[src/hdl/pmon_pkg.sv]
// Shared types and constants for the pump safety fault monitor.
// Used by every module under hdl; no dependencies of its own.
package pmon_pkg;

	// Field widths
	localparam int unsigned TimeW  = 64;
	localparam int unsigned PresW  = 16;
	localparam int unsigned RpmW   = 20;
	localparam int unsigned DivW   = 21;
	localparam int unsigned CountW = 16;
	localparam int unsigned StateW = 4;
	localparam int unsigned LimW   = 21;
	localparam int unsigned CfgIdxW = 3;
	localparam int unsigned CfgDataW = 20;
	localparam int unsigned InDataW = 192;
	localparam int unsigned OutDataW = 152;
	localparam int unsigned NumFaults = 4;

	// Configuration register indexes
	typedef enum logic [CfgIdxW-1:0] {
		CFG_PRESSURE_LIMIT = 3'd0,
		CFG_DIV_THRESHOLD  = 3'd1,
		CFG_DIV_TICKS      = 3'd2,
		CFG_LOOP_PERIOD    = 3'd3,
		CFG_JITTER         = 3'd4
	} cfg_idx_t;

	// Fault codes, also the bit position in the pending mask
	typedef enum logic [1:0] {
		FAULT_OVERPRESSURE = 2'd0,
		FAULT_AIR          = 2'd1,
		FAULT_MOTOR_STALL  = 2'd2,
		FAULT_LOOP_TIMING  = 2'd3
	} fault_t;

	// Register reset values
	localparam logic [15:0] RstPressureLimit = 16'hFFFF;
	localparam logic [19:0] RstDivThreshold  = 20'hFFFFF;
	localparam logic [15:0] RstDivTicks      = 16'd5;
	localparam logic [19:0] RstLoopPeriod    = 20'd1000;
	localparam logic [19:0] RstJitter        = 20'd500;

	// Current configuration, with the loop timing limit precomputed
	typedef struct packed {
		logic [15:0]     pressure_limit;
		logic [19:0]     divergence_threshold;
		logic [15:0]     divergence_ticks;
		logic [LimW-1:0] loop_limit;
	} cfg_t;

	// Fault set found on one tick, handed to the event serializer
	typedef struct packed {
		logic [NumFaults-1:0] mask;
		logic [PresW-1:0]     pressure;
		logic [PresW-1:0]     pressure_limit;
		logic [DivW-1:0]      divergence;
		logic [19:0]          divergence_threshold;
		logic [TimeW-1:0]     elapsed;
		logic [LimW-1:0]      loop_limit;
		logic [TimeW-1:0]     timestamp;
	} ev_t;

endpackage

[src/hdl/pmon_cfg.sv]
// Configuration register file of the fault monitor.
// Depends on pmon_pkg for register indexes and the cfg_t bundle.
module pmon_cfg (
	input  logic                           clk,
	input  logic                           arst_n,
	input  logic                           cfg_valid,
	output logic                           cfg_ready,
	input  logic [pmon_pkg::CfgIdxW-1:0]   cfg_index,
	input  logic [pmon_pkg::CfgDataW-1:0]  cfg_data,
	output pmon_pkg::cfg_t                 cfg
);
	import pmon_pkg::*;

	logic [15:0] pressure_limit_q;
	logic [19:0] div_threshold_q;
	logic [15:0] div_ticks_q;
	logic [19:0] loop_period_q;
	logic [19:0] jitter_q;

	assign cfg_ready = 1'b1;

	// Register writes; unknown indexes are dropped
	always_ff @(posedge clk or negedge arst_n) begin
		if (!arst_n) begin
			pressure_limit_q <= RstPressureLimit;
			div_threshold_q  <= RstDivThreshold;
			div_ticks_q      <= RstDivTicks;
			loop_period_q    <= RstLoopPeriod;
			jitter_q         <= RstJitter;
		end else if (cfg_valid) begin
			case (cfg_index)
				CFG_PRESSURE_LIMIT: pressure_limit_q <= cfg_data[15:0];
				CFG_DIV_THRESHOLD:  div_threshold_q  <= cfg_data;
				CFG_DIV_TICKS:      div_ticks_q      <= cfg_data[15:0];
				CFG_LOOP_PERIOD:    loop_period_q    <= cfg_data;
				CFG_JITTER:         jitter_q         <= cfg_data;
				default: ;
			endcase
		end
	end

	// Bundle out, loop limit is period plus jitter
	always_comb begin
		cfg.pressure_limit       = pressure_limit_q;
		cfg.divergence_threshold = div_threshold_q;
		cfg.divergence_ticks     = div_ticks_q;
		cfg.loop_limit           = {1'b0, loop_period_q} + {1'b0, jitter_q};
	end

endmodule

[src/hdl/pmon_check.sv]
// Input register and fault checks of the monitor, with the tick-to-tick state.
// Depends on pmon_pkg; feeds an ev_t bundle to pmon_emit.
module pmon_check (
	input  logic                           clk,
	input  logic                           arst_n,
	input  logic                           s_tvalid,
	output logic                           s_tready,
	input  logic [pmon_pkg::InDataW-1:0]   s_tdata,
	input  pmon_pkg::cfg_t                 cfg,
	input  logic                           buf_free,
	output logic                           ev_load,
	output pmon_pkg::ev_t                  ev
);
	import pmon_pkg::*;

	// Input field slices
	logic [TimeW-1:0]  in_now;
	logic [TimeW-1:0]  in_last;
	logic [RpmW-1:0]   in_cmd;
	logic [RpmW-1:0]   in_act;
	logic [TimeW:0]    in_diff;
	logic [DivW-1:0]   in_d;
	logic [DivW-1:0]   in_abs;

	// Stage 1 registers
	logic              valid_s1;
	logic [TimeW-1:0]  now_s1;
	logic [TimeW-1:0]  elapsed_s1;
	logic              tick_ok_s1;
	logic [PresW-1:0]  pres_s1;
	logic              air_s1;
	logic [DivW-1:0]   div_s1;
	logic              inj_s1;
	logic [StateW-1:0] st_s1;
	logic              rest_s1;

	// Tick-to-tick state
	logic [CountW-1:0] div_count_q;
	logic              latched_q;
	logic [StateW-1:0] seen_state_q;
	logic              seen_valid_q;

	// Check logic
	logic              adv;
	logic              clr;
	logic [CountW-1:0] count_base;
	logic              latch_base;
	logic              div_over;
	logic [CountW-1:0] count_next;
	logic [NumFaults-1:0] faults;

	assign in_now  = s_tdata[63:0];
	assign in_last = s_tdata[127:64];
	assign in_cmd  = s_tdata[164:145];
	assign in_act  = s_tdata[184:165];

	// Elapsed time with borrow, and rpm divergence, ahead of the register
	assign in_diff = {1'b0, in_now} - {1'b0, in_last};
	assign in_d    = {in_cmd[RpmW-1], in_cmd} - {in_act[RpmW-1], in_act};
	assign in_abs  = in_d[DivW-1] ? (~in_d + {{(DivW-1){1'b0}}, 1'b1}) : in_d;

	assign adv      = valid_s1 && buf_free;
	assign s_tready = !valid_s1 || buf_free;

	always_ff @(posedge clk or negedge arst_n) begin
		if (!arst_n) begin
			valid_s1 <= 1'b0;
		end else if (s_tready) begin
			valid_s1 <= s_tvalid;
		end
	end

	// Payload of stage 1
	always_ff @(posedge clk) begin
		if (s_tvalid && s_tready) begin
			now_s1     <= in_now;
			elapsed_s1 <= in_diff[TimeW-1:0];
			tick_ok_s1 <= (in_last != '0) && !in_diff[TimeW];
			pres_s1    <= s_tdata[143:128];
			air_s1     <= s_tdata[144];
			div_s1     <= in_abs;
			inj_s1     <= s_tdata[185];
			st_s1      <= s_tdata[189:186];
			rest_s1    <= s_tdata[190];
		end
	end

	// Rest-state clear, then the four checks
	always_comb begin
		clr        = (!seen_valid_q || st_s1 != seen_state_q) && rest_s1;
		count_base = clr ? '0 : div_count_q;
		latch_base = clr ? 1'b0 : latched_q;
		div_over   = div_s1 > {1'b0, cfg.divergence_threshold};
		if (!div_over) begin
			count_next = '0;
		end else if (count_base == '1) begin
			count_next = count_base;
		end else begin
			count_next = count_base + {{(CountW-1){1'b0}}, 1'b1};
		end
		faults[FAULT_OVERPRESSURE] = pres_s1 > cfg.pressure_limit;
		faults[FAULT_AIR]          = air_s1;
		faults[FAULT_MOTOR_STALL]  = div_over && (count_next >= cfg.divergence_ticks);
		faults[FAULT_LOOP_TIMING]  = inj_s1 && tick_ok_s1 &&
			(elapsed_s1 > {{(TimeW-LimW){1'b0}}, cfg.loop_limit});
	end

	// State update once the tick leaves stage 1
	always_ff @(posedge clk or negedge arst_n) begin
		if (!arst_n) begin
			div_count_q  <= '0;
			latched_q    <= 1'b0;
			seen_state_q <= '0;
			seen_valid_q <= 1'b0;
		end else if (adv) begin
			div_count_q  <= count_next;
			latched_q    <= latch_base || (faults != '0);
			seen_state_q <= st_s1;
			seen_valid_q <= 1'b1;
		end
	end

	assign ev_load = adv && (faults != '0) && !latch_base;

	always_comb begin
		ev.mask                 = faults;
		ev.pressure             = pres_s1;
		ev.pressure_limit       = cfg.pressure_limit;
		ev.divergence           = div_s1;
		ev.divergence_threshold = cfg.divergence_threshold;
		ev.elapsed              = elapsed_s1;
		ev.loop_limit           = cfg.loop_limit;
		ev.timestamp            = now_s1;
	end

endmodule

[src/hdl/pmon_emit.sv]
// Event buffer and serializer: sends the faults of one tick in check order.
// Depends on pmon_pkg; loaded from pmon_check.
module pmon_emit (
	input  logic                           clk,
	input  logic                           arst_n,
	input  logic                           ev_load,
	input  pmon_pkg::ev_t                  ev,
	output logic                           buf_free,
	output logic                           m_tvalid,
	input  logic                           m_tready,
	output logic [pmon_pkg::OutDataW-1:0]  m_tdata,
	output logic [1:0]                     m_tuser,
	output logic                           m_tlast
);
	import pmon_pkg::*;

	logic [NumFaults-1:0] mask_q;
	ev_t                  ev_q;
	logic [NumFaults-1:0] cur;
	fault_t               cur_type;
	logic [TimeW-1:0]     measured;
	logic [LimW-1:0]      limit;
	logic                 xfer;

	// Pick the lowest pending fault
	always_comb begin
		priority if (mask_q[FAULT_OVERPRESSURE]) begin
			cur_type = FAULT_OVERPRESSURE;
		end else if (mask_q[FAULT_AIR]) begin
			cur_type = FAULT_AIR;
		end else if (mask_q[FAULT_MOTOR_STALL]) begin
			cur_type = FAULT_MOTOR_STALL;
		end else begin
			cur_type = FAULT_LOOP_TIMING;
		end
		cur = '0;
		cur[cur_type] = 1'b1;
	end

	// Values for the selected fault
	always_comb begin
		unique case (cur_type)
			FAULT_OVERPRESSURE: begin
				measured = {{(TimeW-PresW){1'b0}}, ev_q.pressure};
				limit    = {{(LimW-PresW){1'b0}}, ev_q.pressure_limit};
			end
			FAULT_AIR: begin
				measured = {{(TimeW-1){1'b0}}, 1'b1};
				limit    = '0;
			end
			FAULT_MOTOR_STALL: begin
				measured = {{(TimeW-DivW){1'b0}}, ev_q.divergence};
				limit    = {1'b0, ev_q.divergence_threshold};
			end
			default: begin
				measured = ev_q.elapsed;
				limit    = ev_q.loop_limit;
			end
		endcase
	end

	assign m_tvalid = mask_q != '0;
	assign m_tlast  = (mask_q & ~cur) == '0;
	assign m_tuser  = cur_type;
	assign m_tdata  = {3'b000, ev_q.timestamp, limit, measured};
	assign xfer     = m_tvalid && m_tready;
	assign buf_free = !m_tvalid || (xfer && m_tlast);

	// Pending mask: load a new tick or retire one fault per transfer
	always_ff @(posedge clk or negedge arst_n) begin
		if (!arst_n) begin
			mask_q <= '0;
		end else if (ev_load) begin
			mask_q <= ev.mask;
		end else if (xfer) begin
			mask_q <= mask_q & ~cur;
		end
	end

	always_ff @(posedge clk) begin
		if (ev_load) begin
			ev_q <= ev;
		end
	end

	// A new tick never overwrites faults still waiting
	a_load_free: assert property (@(posedge clk) disable iff (!arst_n)
		ev_load |-> buf_free)
		else $error("event buffer loaded while busy");

	// Last flag marks exactly one pending fault
	a_last_single: assert property (@(posedge clk) disable iff (!arst_n)
		(m_tvalid && m_tlast) |-> $onehot(mask_q))
		else $error("tlast with several faults pending");

	// Each transfer without a load retires exactly one fault
	a_retire_one: assert property (@(posedge clk) disable iff (!arst_n)
		(xfer && !ev_load) |=> ($countones(mask_q) + 1 == $countones($past(mask_q))))
		else $error("transfer did not retire one fault");

	// A loaded tick always carries at least one fault
	a_load_nonempty: assert property (@(posedge clk) disable iff (!arst_n)
		ev_load |=> m_tvalid)
		else $error("empty fault set loaded");

endmodule

[src/hdl/pump_safety_fault_monitor.sv]
// Pump safety fault monitor, top level.
// Channels: s_* takes one monitor tick per transfer; m_* returns fault events,
// fault_type in tuser, tlast on the final event of a tick. cfg_* writes the
// five threshold registers (index 0..4, other indexes ignored); it is always
// ready and should only be written while no tick is in flight.
// Path: a tick accepted on s_* is checked in the input register; its faults
// then load the event buffer, which puts the first event on m_*. A tick that
// finds no fault, or faults while the emergency latch is set, produces no event.
// Throughput: one tick per cycle while the event buffer is free; a tick that
// raises k faults holds the single-entry event buffer for k transfers, so the
// next tick waits in the input register and s_tready drops meanwhile.
// A stalled receiver holds the current event steady and backs up into s_*.
// Reset clears the pipeline, the pending events, the divergence counter, the
// latch and the seen-state record, and restores register defaults.
// Depends on pmon_pkg, pmon_cfg, pmon_check, pmon_emit.
module pump_safety_fault_monitor (
	input  logic                           clk,
	input  logic                           arst_n,
	input  logic                           s_tvalid,
	output logic                           s_tready,
	// now_us[63:0], last_loop_tick_us[127:64], pressure[143:128],
	// air_detected[144], commanded_rpm[164:145], actual_rpm[184:165],
	// injecting[185], state_code[189:186], state_is_rest[190], zero[191]
	input  logic [pmon_pkg::InDataW-1:0]   s_tdata,
	output logic                           m_tvalid,
	input  logic                           m_tready,
	// measured_value[63:0], limit_value[84:64], timestamp_us[148:85],
	// zero[151:149]
	output logic [pmon_pkg::OutDataW-1:0]  m_tdata,
	// fault_type[1:0]
	output logic [1:0]                     m_tuser,
	output logic                           m_tlast,
	input  logic                           cfg_valid,
	output logic                           cfg_ready,
	input  logic [pmon_pkg::CfgIdxW-1:0]   cfg_index,
	input  logic [pmon_pkg::CfgDataW-1:0]  cfg_data
);
	import pmon_pkg::*;

	cfg_t cfg;
	ev_t  ev;
	logic ev_load;
	logic buf_free;

	pmon_cfg u_cfg (
		.clk       (clk),
		.arst_n    (arst_n),
		.cfg_valid (cfg_valid),
		.cfg_ready (cfg_ready),
		.cfg_index (cfg_index),
		.cfg_data  (cfg_data),
		.cfg       (cfg)
	);

	pmon_check u_check (
		.clk      (clk),
		.arst_n   (arst_n),
		.s_tvalid (s_tvalid),
		.s_tready (s_tready),
		.s_tdata  (s_tdata),
		.cfg      (cfg),
		.buf_free (buf_free),
		.ev_load  (ev_load),
		.ev       (ev)
	);

	pmon_emit u_emit (
		.clk      (clk),
		.arst_n   (arst_n),
		.ev_load  (ev_load),
		.ev       (ev),
		.buf_free (buf_free),
		.m_tvalid (m_tvalid),
		.m_tready (m_tready),
		.m_tdata  (m_tdata),
		.m_tuser  (m_tuser),
		.m_tlast  (m_tlast)
	);

endmodule
[config.mk]
export PLATFORM = sky130hd
export DESIGN_NAME = pump_safety_fault_monitor
export DESIGN_NICKNAME = d
export VERILOG_FILES = /design/src/hdl/pmon_pkg.sv /design/src/hdl/pmon_cfg.sv /design/src/hdl/pmon_check.sv /design/src/hdl/pmon_emit.sv /design/src/hdl/pump_safety_fault_monitor.sv
export SDC_FILE = /design/constraint.sdc
export NUM_CORES = 1
export LEC_CHECK = 0
export BUFFER_PORTS_ARGS = -buffer_cell sky130_fd_sc_hd__clkbuf_2
export CAP_MARGIN = 20
export CORE_ASPECT_RATIO = 0.6
export CORE_MARGIN = 2
export CORE_UTILIZATION = 45
export DETAILED_ROUTE_END_ITERATION = 7
export PLACE_DENSITY_LB_ADDON = 0.1
export SYNTH_ARGS = -nofsm -noshare
export SYNTH_HDL_FRONTEND = slang
export SYNTH_SLANG_ARGS = --single-unit
[constraint.sdc]
create_clock -name clk -period 21.3 [get_ports clk]
set_clock_uncertainty 0.2 [all_clocks]
set_input_delay 1.065 -clock clk [delete_from_list [all_inputs] [get_ports clk]]
set_output_delay 1.065 -clock clk [all_outputs]
set_load 0.02 [all_outputs]
After elaboration in Yosys (flattened, before gate mapping). Index checks and enable logic that the tools add are counted.

Add/subtract/negate cells: 5. $lt $le $gt $ge: 6. Equality and inequality tests: 8. Multiplexer cells: 14. Bitwise logic cells: 3. Reduce and logical (&&, ||, !) cells: 33.

Operators by type and width (number): one-hot mux 64 bit (3 select lines) (1); subtractor 64 x 64 -> 65 bit (1); > comparator 64 x 21 -> 1 bit (1); nonzero test 64 bit (1); one-hot mux 21 bit (3 select lines) (1); 2-to-1 mux 16 bit (3); adder 20 x 20 -> 21 bit (1); adder 21 x 1 -> 21 bit (second input constant) (1); > comparator 21 x 20 -> 1 bit (1); NOT 21 bit (1); subtractor 20 x 20 -> 21 bit (1); 2-to-1 mux 20 bit (1); adder 16 x 1 -> 16 bit (second input constant) (1); equality test 16 bit (second input constant) (1); greater-or-equal comparator 16 bit (1); > comparator 16 bit (1); logical AND 1 bit (12); AND reduction 2 bit (5); 2-to-1 mux 4 bit (2); nonzero test 4 bit (2); equality test 3 x 2 -> 1 bit (second input constant) (2); zero test 1 bit (5); bitwise AND 4 bit (1); zero test 4 bit (1); other kinds (15) (21).

Flip-flop bits (word level): 514. Input port bits: 220. Output and inout port bits: 158. Word-level logic and storage cells: 97.

Depth between registers and ports, before layout. Gate-level depths: netlist (run 1).

Depth after elaboration: 16. Mapped depth: 27. Depth with buffers taken out: 25.

Modules after synthesis. A second synthesis (run 1) with hierarchy kept.

Cell total of the unflattened synthesis: 2369. Area total of the unflattened synthesis: 27766.6 µm².

By module, submodules not included: pmon_check (instances 1, cells an instance 1528, area each 14656.6 µm², seq. area each 5770.5 µm²); pmon_emit (instances 1, cells an instance 495, area each 8568.2 µm², seq. area each 6766.5 µm²); pmon_cfg (instances 1, cells an instance 346, area each 4541.9 µm², seq. area each 2364.8 µm²).

Worst setup path before layout (run 1). OpenSTA, ideal clock, no wires.

Path type: reg-to-reg. From: register u_check.st_s1[3]. To: register u_emit.ev_q[100] (netlist name) (enable). Setup time: 0.834 ns. Data arrival time: 14.137 ns. Required time: 20.266 ns. Path slack: 6.128 ns. Cell stages (with the launch flop): 27. Path buffers: 3. Clock period less this slack: 15.172 ns. Path through: edfxtp_1 xor2_1 o41ai_4 clkbuf_1 and2_1 ha_1 and2_1 and4_1 nand3_1 or4_1 buf_2 nor3b_1 and3_1 clkbuf_1 xor2_1 nor2_1 ha_1 a21o_1 a21o_1 a21oi_1 nor2b_1 o21ai_0 nand2_1 o211ai_1 a21oi_1 nor4_1 nor2b_1.

Word-level cells in the longest chain between the ends: 12. Elaborated cells between the ends (all ways): 15. Those cells by class: add/sub: 1; order compare: 1; eq/ne: 2; mux: 4; reduce/logical: 7.

RTL lines: start: declaration (RTL line pmon_check.sv:34) `logic [StateW-1:0] st_s1;`; start signal: assignment (RTL line pmon_check.sv:83) `st_s1 <= s_tdata[189:186];`; inequality test 4 bit (*) (RTL line pmon_check.sv:90) `clr = (!seen_valid_q || st_s1 != seen_state_q) && rest_s1;`; logical OR 1 bit (*) (RTL line pmon_check.sv:90); logical AND 1 bit (*) (RTL line pmon_check.sv:90); 2-to-1 mux 16 bit (*) (RTL line pmon_check.sv:91) `count_base = clr ? '0 : div_count_q;`; adder 16 x 1 -> 16 bit or equality test 16 bit (tied branches) (RTL line pmon_check.sv:99, pmon_check.sv:96); 2-to-1 mux 16 bit (*) (RTL line pmon_check.sv:96) `end else if (count_base == '1) begin`; 2-to-1 mux 16 bit (*) (RTL line pmon_check.sv:94) `if (!div_over) begin`; net u_check.count_next[9] (RTL line pmon_check.sv:49) `logic [CountW-1:0] count_next;`; greater-or-equal comparator 16 bit (*) (RTL line pmon_check.sv:103) `faults[FAULT_MOTOR_STALL] = div_over && (count_next >= cfg.divergence_ticks);`; logical AND 1 bit (*) (RTL line pmon_check.sv:103); nonzero test 4 bit (*) (RTL line pmon_check.sv:123) `assign ev_load = adv && (faults != '0) && !latch_base;`; logical AND 1 bit (*) (2 in series) (RTL line pmon_check.sv:123); net ev_load (RTL line pump_safety_fault_monitor.sv:42) `logic ev_load;`; end signal: assignment (RTL line pmon_emit.sv:82) `ev_q <= ev;`; end: declaration (RTL line pmon_emit.sv:18) `ev_t ev_q;`.

The timed path passes the listed nets; every way through them passes the cells marked *. A chain may end at the register's enable or synchronous reset.

Worst setup path in the final report (run 1).
From: register u_cfg.jitter_q[0]. To: register u_emit.ev_q (netlist bit u_emit.m_tdata[119]) (enable).

Word-level cells in the longest chain between the ends: 6.

RTL lines: start: declaration (RTL line pmon_cfg.sv:18) `logic [19:0] jitter_q;`; start signal: assignment (RTL line pmon_cfg.sv:29) `jitter_q <= RstJitter;`; start signal: assignment (RTL line pmon_cfg.sv:36) `CFG_JITTER: jitter_q <= cfg_data;`; adder 20 x 20 -> 21 bit (RTL line pmon_cfg.sv:47) `cfg.loop_limit = {1'b0, loop_period_q} + {1'b0, jitter_q};`; > comparator 64 x 21 -> 1 bit (RTL line pmon_check.sv:105) `(elapsed_s1 > {{(TimeW-LimW){1'b0}}, cfg.loop_limit});`; logical AND 1 bit (RTL line pmon_check.sv:104) `faults[FAULT_LOOP_TIMING] = inj_s1 && tick_ok_s1 &&`; nonzero test 4 bit (RTL line pmon_check.sv:123); logical AND 1 bit (2 in series) (RTL line pmon_check.sv:123); net ev_load (RTL line pump_safety_fault_monitor.sv:42).

The timed path passes the listed nets, and every way through them passes these cells.

==> results.yml, run 1 <==
synthesis:
  synth_warnings: 0
  yosysTopAreaCellShare: 0.443
  ys_ff_latch: 514
  synth_area_leaders: "edfxtp_1 44%, ha_1 8.4%, dfrtp_1 6.4%"
  postSynthCellCount: 2331
  ys_top_cells_by_count: "395 x edfxtp_1, 198 x inv_1, 179 x ha_1, 178 x nand2_1, 165 x o21ai_0"
  ys_types: 77
  synth_xor_area_frac: 0.0415
  synth_most_common_cell: "edfxtp_1"
  muxShareOfSynthArea: 0.0349
  synth-edff-count: 395
  synth_simple_gate_area_share: 0.105
  ys.flop_type: "edfxtp_1"
  synth_compound_area_frac: 0.119
  yosysTopAreaCell: "edfxtp_1"
  seq_area_frac_synth: 0.556
  avgSynthCellArea_um2: 11.5
  synthAdderAreaFrac: 0.0862
  mappedNetlistArea_um2: 26800
  async_flop_share: 0.232
  synth_top_family_by_area: "compound AO/OA/AOI/OAI gates"
clock_tree:
  post_cts_buffers: 0
  htree_levels: 2
  ctsResizeCount: 0
  cts_made_buffers: 51
  root_buffer: "clkbuf_16"
  clk_pin_slew_worst_paths_ps: 60
  ctsHoldBuffers: 0
  insertion_delay_ps: 600
  cts_buffer_depth: 3
  cts.sink_count: 514
  cts_tree: "yes"
sta:
  tns_ps: 0
  period_minus_slack_ps: 7580
  setup_viol: 0
  fin_crit_sh: 0.356
  max_slew_margin: 0.260
  slew_viol_final: 0
  hold_viol_final: 0
  clock.fmax_ghz: 0.132
  holdWs_ps: 176
  rsz0062_at_grt: "false"
  tightest_slew_ps: 1100
job:
  maxCapViolations: 0
critical_path:
  critPathMaxFanout: 63
  critical_path_required_ps: 21320
  reg2reg_slack_ps: 13720
  crit_start: "u_cfg.jitter_q[0]$_DFFE_PN0P_"
  r2r_cells: 23
  worstSetupStartpointType: "register"
  timing.rr.end: "u_emit.m_tdata[119]$_DFFE_PP_"
  rr_startpoint: "u_cfg.jitter_q[0]$_DFFE_PN0P_"
  worstSetupPathType: "register to register"
  endpoint: "u_emit.m_tdata[119]$_DFFE_PP_"
  worstPathArrival_ps: 7590
  endpoint_kind: "register"
grt:
  antenna_found_initial: 5
  grt_start_max_net_pins: 136
  grt_pass1_vias: 17673
  overflow: 0
  grt_pass1_wl_um: 108000
  grt_usage: 0.231
pwr:
  intPower_w: 0.00236
  power_density_nw_per_um2: 120
  swShare: 0.359
  finalPower_w: 0.00368
  p_comb_frac: 0.332
  ir_worst_vdd_uv: 65.3
  switching_power_w: 0.00132
  total_leakage_power_nw: 12.9
  p_seq_frac: 0.424
  p_clk_frac: 0.244
detailed_routing:
  via_count: 18897
  ant_nets: 0
  routed_wl_um: 73400
  firstDrtPassIters: 6
  drc_errors: 0
  drtIter0Drc: 1857
  avgViaCountPerCell: 5.46
  wl_per_cell_um: 21.2
place:
  hpwl_um: 56000
  gp_congestion: 0.922
  io_buffer_count: 372
floorplanning:
  rows: 69
  initial_core_util: 0.454
  ios: 378
  core_area_um2: 59100
  die-area_um2: 61600
  die_w_um: 319
  die_h_um: 193
layout:
  areaGrowthSynthToFinish_pct: 14.5
  seqCellArea_um2: 14900
  drive_above_1_share: 0.219
  fillers: 5308
  multiInputGateArea_um2: 10400
  final_core_util: 0.519
  fin_nets: 3037
status:
  status: "finished clean"
worst_hold_path:
  hold_class: "input pin to asynchronous set/reset pin"
worst max-delay path, stage by stage, from the launching register on:
cell and delay (ps):
dfrtp_1 350, ha_1 190, inv_1 60, fa_1 410
nor2b_1 130, o21ai_0 140, a21oi_1 300, nand4_1 190
a31oi_1 450, nand4_1 180, a41oi_1 360, a311oi_1 180
o21bai_1 370, xnor2_1 130, ha_1 300, nor2b_1 130
o21ai_0 80, nand2b_1 70, a21oi_1 170, a21o_1 220
a211oi_1 710, nor4_1 200, nor2b_4 770, buf_4 810
sequential cells by signal (all words and copies together), names as in the netlist, 16 cells and up:
signal                  cells
u_emit.m_tdata             64
u_cfg.loop_period_q        20
u_cfg.div_ticks_q          16
u_emit.ev_q               158
u_check.div_count_q        16
u_cfg.div_threshold_q      20
u_check.pres_s1            16
u_cfg.pressure_limit_q     16
u_cfg.jitter_q             20
u_check.elapsed_s1         64
u_check.div_s1             21
u_check.now_s1             64
per-layer routing:
layer  part of all wire  up-vias  GRT usage
li1                   -     8995          -
met1               0.51     9272      0.370
met2               0.41      546      0.319
met3              0.063       82     0.0463
met4              0.015        2     0.0464
met5            0.00019        -          0
worst min-delay path by stage:
stage | endpoint | slack (ps) | cells after the start
after global routing | u_check.latched_q$_DFFE_PN0P_ | 170 | 1
after global placement | u_emit.m_tdata[94]$_DFFE_PP_ | 200 | 0
after CTS | u_emit.mask_q[3]$_DFFE_PN0P_ | 150 | 1
after detailed placement | u_emit.m_tdata[130]$_DFFE_PP_ | 200 | 0
final | u_cfg.jitter_q[1]$_DFFE_PN0P_ | 180 | 1
after floorplan | u_emit.m_tdata[100]$_DFFE_PP_ | 200 | 0
layout by cell type, fill, tap and decap left out, drive strengths merged, types with 57 or more instances in the layout:
| master | synthesis | final |
|---|---|---|
| clkbuf | 73 | 445 |
| edfxtp | 395 | 395 |
| inv | 198 | 198 |
| ha | 179 | 179 |
| nand2 | 178 | 178 |
| o21ai | 170 | 170 |
| a21oi | 133 | 133 |
| nor2 | 96 | 96 |
| xnor2 | 77 | 77 |
| dfrtp | 69 | 69 |
| a21o | 64 | 64 |
| and3 | 57 | 57 |
through the flow:
stage | setup WS, ps | cell area [µm²] | instances
after CTS | 13850 | 30700 | 3456
after global placement | 14050 | 29000 | 3362
after detailed placement | 13910 | 29000 | 3362
after floorplan | 6130 | 26800 | 2333
final | 13720 | 30700 | 3458
after global routing | 13270 | 30700 | 3458
cell families after synthesis:
logic type / count (synthesis)
multiplexers: 88
AND/OR/NAND/NOR: 563
adder cells (fa/ha/maj): 183
XOR/XNOR: 127
buffers and inverters: 342
flip-flops: 514
other: 2
AO/OA/AOI/OAI: 512
power groups by stage:
stage,Sequential [W],Combinational [W],Clock [W]
2_1_floorplan,0.00159,0.000836,0
3_3_place_gp,0.00157,0.00119,0
3_5_place_dp,0.00158,0.00121,0
4_1_cts,0.00156,0.00122,0.000916
5_1_grt,0.00158,0.00134,0.000953
6_report,0.00156,0.00122,0.000895
cell type report:
cell class              count  area share
diodes                      1   0.0000816
clock buffers              74      0.0471
clock inverters            20     0.00563
inverters                 198      0.0242
multi-input cells        1477       0.339
flip-flops and latches    514       0.486
well taps                 781      0.0319
repair buffers            393      0.0664
(Power assumes the default switching activity.)
==> run 2: changes to the inputs <==
Settings changed: ABC_AREA set to 1.
Clock period 21.3 ns to 6.75 ns, I/O delays scaled along.
==> results.yml, run 2 <==
sta:
  max_slew_margin: 0.375
  tightest_slew_ps: 938
  hold_viol_final: 0
  fin_crit_sh: 0.828
  slew_viol_final: 0
  tns_ps: 0
  period_minus_slack_ps: 5590
  setup_viol: 0
  clock.fmax_ghz: 0.179
  rsz0062_at_grt: "false"
pwr:
  power_density_nw_per_um2: 367
  total_leakage_power_nw: 15.3
  ir_worst_vdd_uv: 233
synthesis:
  yosysTopAreaCellShare: 0.421
  yosysTopAreaCell: "edfxtp_1"
  synth_area_leaders: "edfxtp_1 42%, nand2_1 9.4%, ha_1 7.9%"
  avgSynthCellArea_um2: 9.18
  synth_most_common_cell: "nand2_1"
  synth_warnings: 0
  synth-edff-count: 395
  ys_ff_latch: 514
  ys_top_cells_by_count: "703 x nand2_1, 461 x inv_1, 395 x edfxtp_1, 275 x nor2_1, 183 x o21ai_0"
  seq_area_frac_synth: 0.528
  mappedNetlistArea_um2: 28200
  postSynthCellCount: 3073
  ys.flop_type: "edfxtp_1"
  async_flop_share: 0.232
  ys_types: 51
floorplanning:
  rows: 71
  ios: 378
  die-area_um2: 64800
  core_area_um2: 62300
  die_h_um: 198
  initial_core_util: 0.453
  die_w_um: 327
clock_tree:
  cts.sink_count: 514
  cts_made_buffers: 50
  cts_tree: "yes"
  insertion_delay_ps: 620
  cts_buffer_depth: 3
  htree_levels: 2
  root_buffer: "clkbuf_16"
  post_cts_buffers: 0
  clk_pin_slew_worst_paths_ps: 70
critical_path:
  endpoint_kind: "register"
  worstPathArrival_ps: 5650
  critical_path_required_ps: 6810
  worstSetupStartpointType: "register"
  critPathMaxFanout: 52
  worstSetupPathType: "register to register"
detailed_routing:
  ant_nets: 0
  firstDrtPassIters: 5
  avgViaCountPerCell: 5.25
  drc_errors: 0
  wl_per_cell_um: 20.9
  routed_wl_um: 92100
  drtIter0Drc: 2274
  via_count: 23103
layout:
  n_antenna_cell: 0
  drive_above_1_share: 0.158
  fin_nets: 3927
  layout_commonest_cell: "nand2_1"
  areaGrowthSynthToFinish_pct: 18.5
  top_register: "u_emit.ev_q"
  final_cell_mix: "703 x nand2_1, 460 x inv_1, 395 x edfxtp_1, 371 x clkbuf_2, 274 x nor2_1"
  fin_cells: 4402
  largest_register_ffs: 158
worst_hold_path:
  hold_class: "input pin to register"
place:
  place_inst: 4191
  io_buffer_count: 372
  gp_congestion: 0.991
  hpwl_um: 72800
grt:
  overflow: 0
  grt_pass1_vias: 21493
  antenna_found_initial: 4
  grt_start_max_net_pins: 70
  grt_pass1_wl_um: 134000
  grt_usage: 0.280
status:
  status: "finished clean"
job:
  maxCapViolations: 0
==> run 2: kinds of logic after synthesis <==
kind of cell,count (synthesis),share of synthesized area
simple gates,1255,0.187
flops,514,0.528
compound gates,449,0.0873
xor+xnor,91,0.0285
other cells,2,0.000266
fa+ha+maj,182,0.0815
buf+inv,580,0.0874
==> run 2: cell type report <==
class                      instances  area, µm²
inverter                         466       1760
fill                            5739      28800
tap                              839       1050
clock inverter                    32        299
clock buffer                      58       1300
multi-input combinational       1981      10800
sequential                       514      14900
timing repair buffer             512       3260
==> run 2: repair_timing <==
action                                 CTS  global route
resized for setup                        0             0
endpoints found under the hold margin  215             0
hold buffers                           118             0
==> run 2: worst paths after layout <==
kind	from	end	slack (ps)	depth (start not counted)
max	u_cfg.div_threshold_q[12]$_DFFE_PN1P_	u_emit.ev_q[81]$_DFFE_PP_	1160	23
min	s_tdata[121]	u_check.tick_ok_s1$_DFFE_PP_	70	5
max reg2reg	u_cfg.div_threshold_q[12]$_DFFE_PN1P_	u_emit.ev_q[81]$_DFFE_PP_	1160	23
min reg2reg	u_check.now_s1[55]$_DFFE_PP_	u_emit.m_tdata[140]$_DFFE_PP_	220	0
max in group asynchronous	arst_n	u_check.seen_state_q[1]$_DFFE_PN0P_	4810	3
min in group asynchronous	arst_n	u_cfg.loop_period_q[19]$_DFFE_PN0P_	170	2
==> run 2: report_power, final <==
part / internal [W] / leakage, nW / switching [W]
combinational: 0.00123 / 9.41 / 0.00309
sequential: 0.00469 / 5.13 / 0.000407
clock: 0.00157 / 0.781 / 0.00128
total: 0.00748 / 15.3 / 0.00477
==> run 2: worst max-delay path, cell delays in order (launching register included) <==
cell and delay (ps):
dfstp_2 550, inv_1 80, ha_1 310, nand2_1 110, nor2_1 120, nand3_1 90, nor4_1 230, nand2_1 90
nand2_1 590, inv_1 270, o21ai_0 180, a31oi_1 110, ha_1 330, nand2_1 50, nor2_1 120, nand4_1 110
nor2_1 120, nor2_1 80, nor2_1 160, nor2_1 70, nand2_1 130, nand3_2 220, inv_8 400, buf_4 470
==> run 2: through the flow <==
stage / worst slack, ps / util / hold WS [ps] / cell area, µm² / power [W]
floorplan: 673 / - / -158 / 28200 / 0.00785
global placement: 1220 / 0.491 / 202 / 30600 / 0.00929
detailed placement: 1100 / 0.491 / 205 / 30600 / 0.00937
CTS: 1090 / 0.536 / 34.7 / 33400 / 0.0123
global route: 666 / 0.537 / 91.4 / 33400 / 0.0129
finish: 1160 / 0.537 / 67.9 / 33400 / 0.0123
==> run 2: layer usage <==
| metal | track usage | share of wire | up-vias | wire [µm] |
|---|---|---|---|---|
| li1 | - | - | 11039 | - |
| met1 | 0.464 | 0.51 | 11153 | 47000 |
| met2 | 0.366 | 0.39 | 830 | 35800 |
| met3 | 0.0592 | 0.088 | 81 | 8120 |
| met4 | 0.0503 | 0.013 | 0 | 1210 |
| met5 | 0 | 0 | - | 0 |
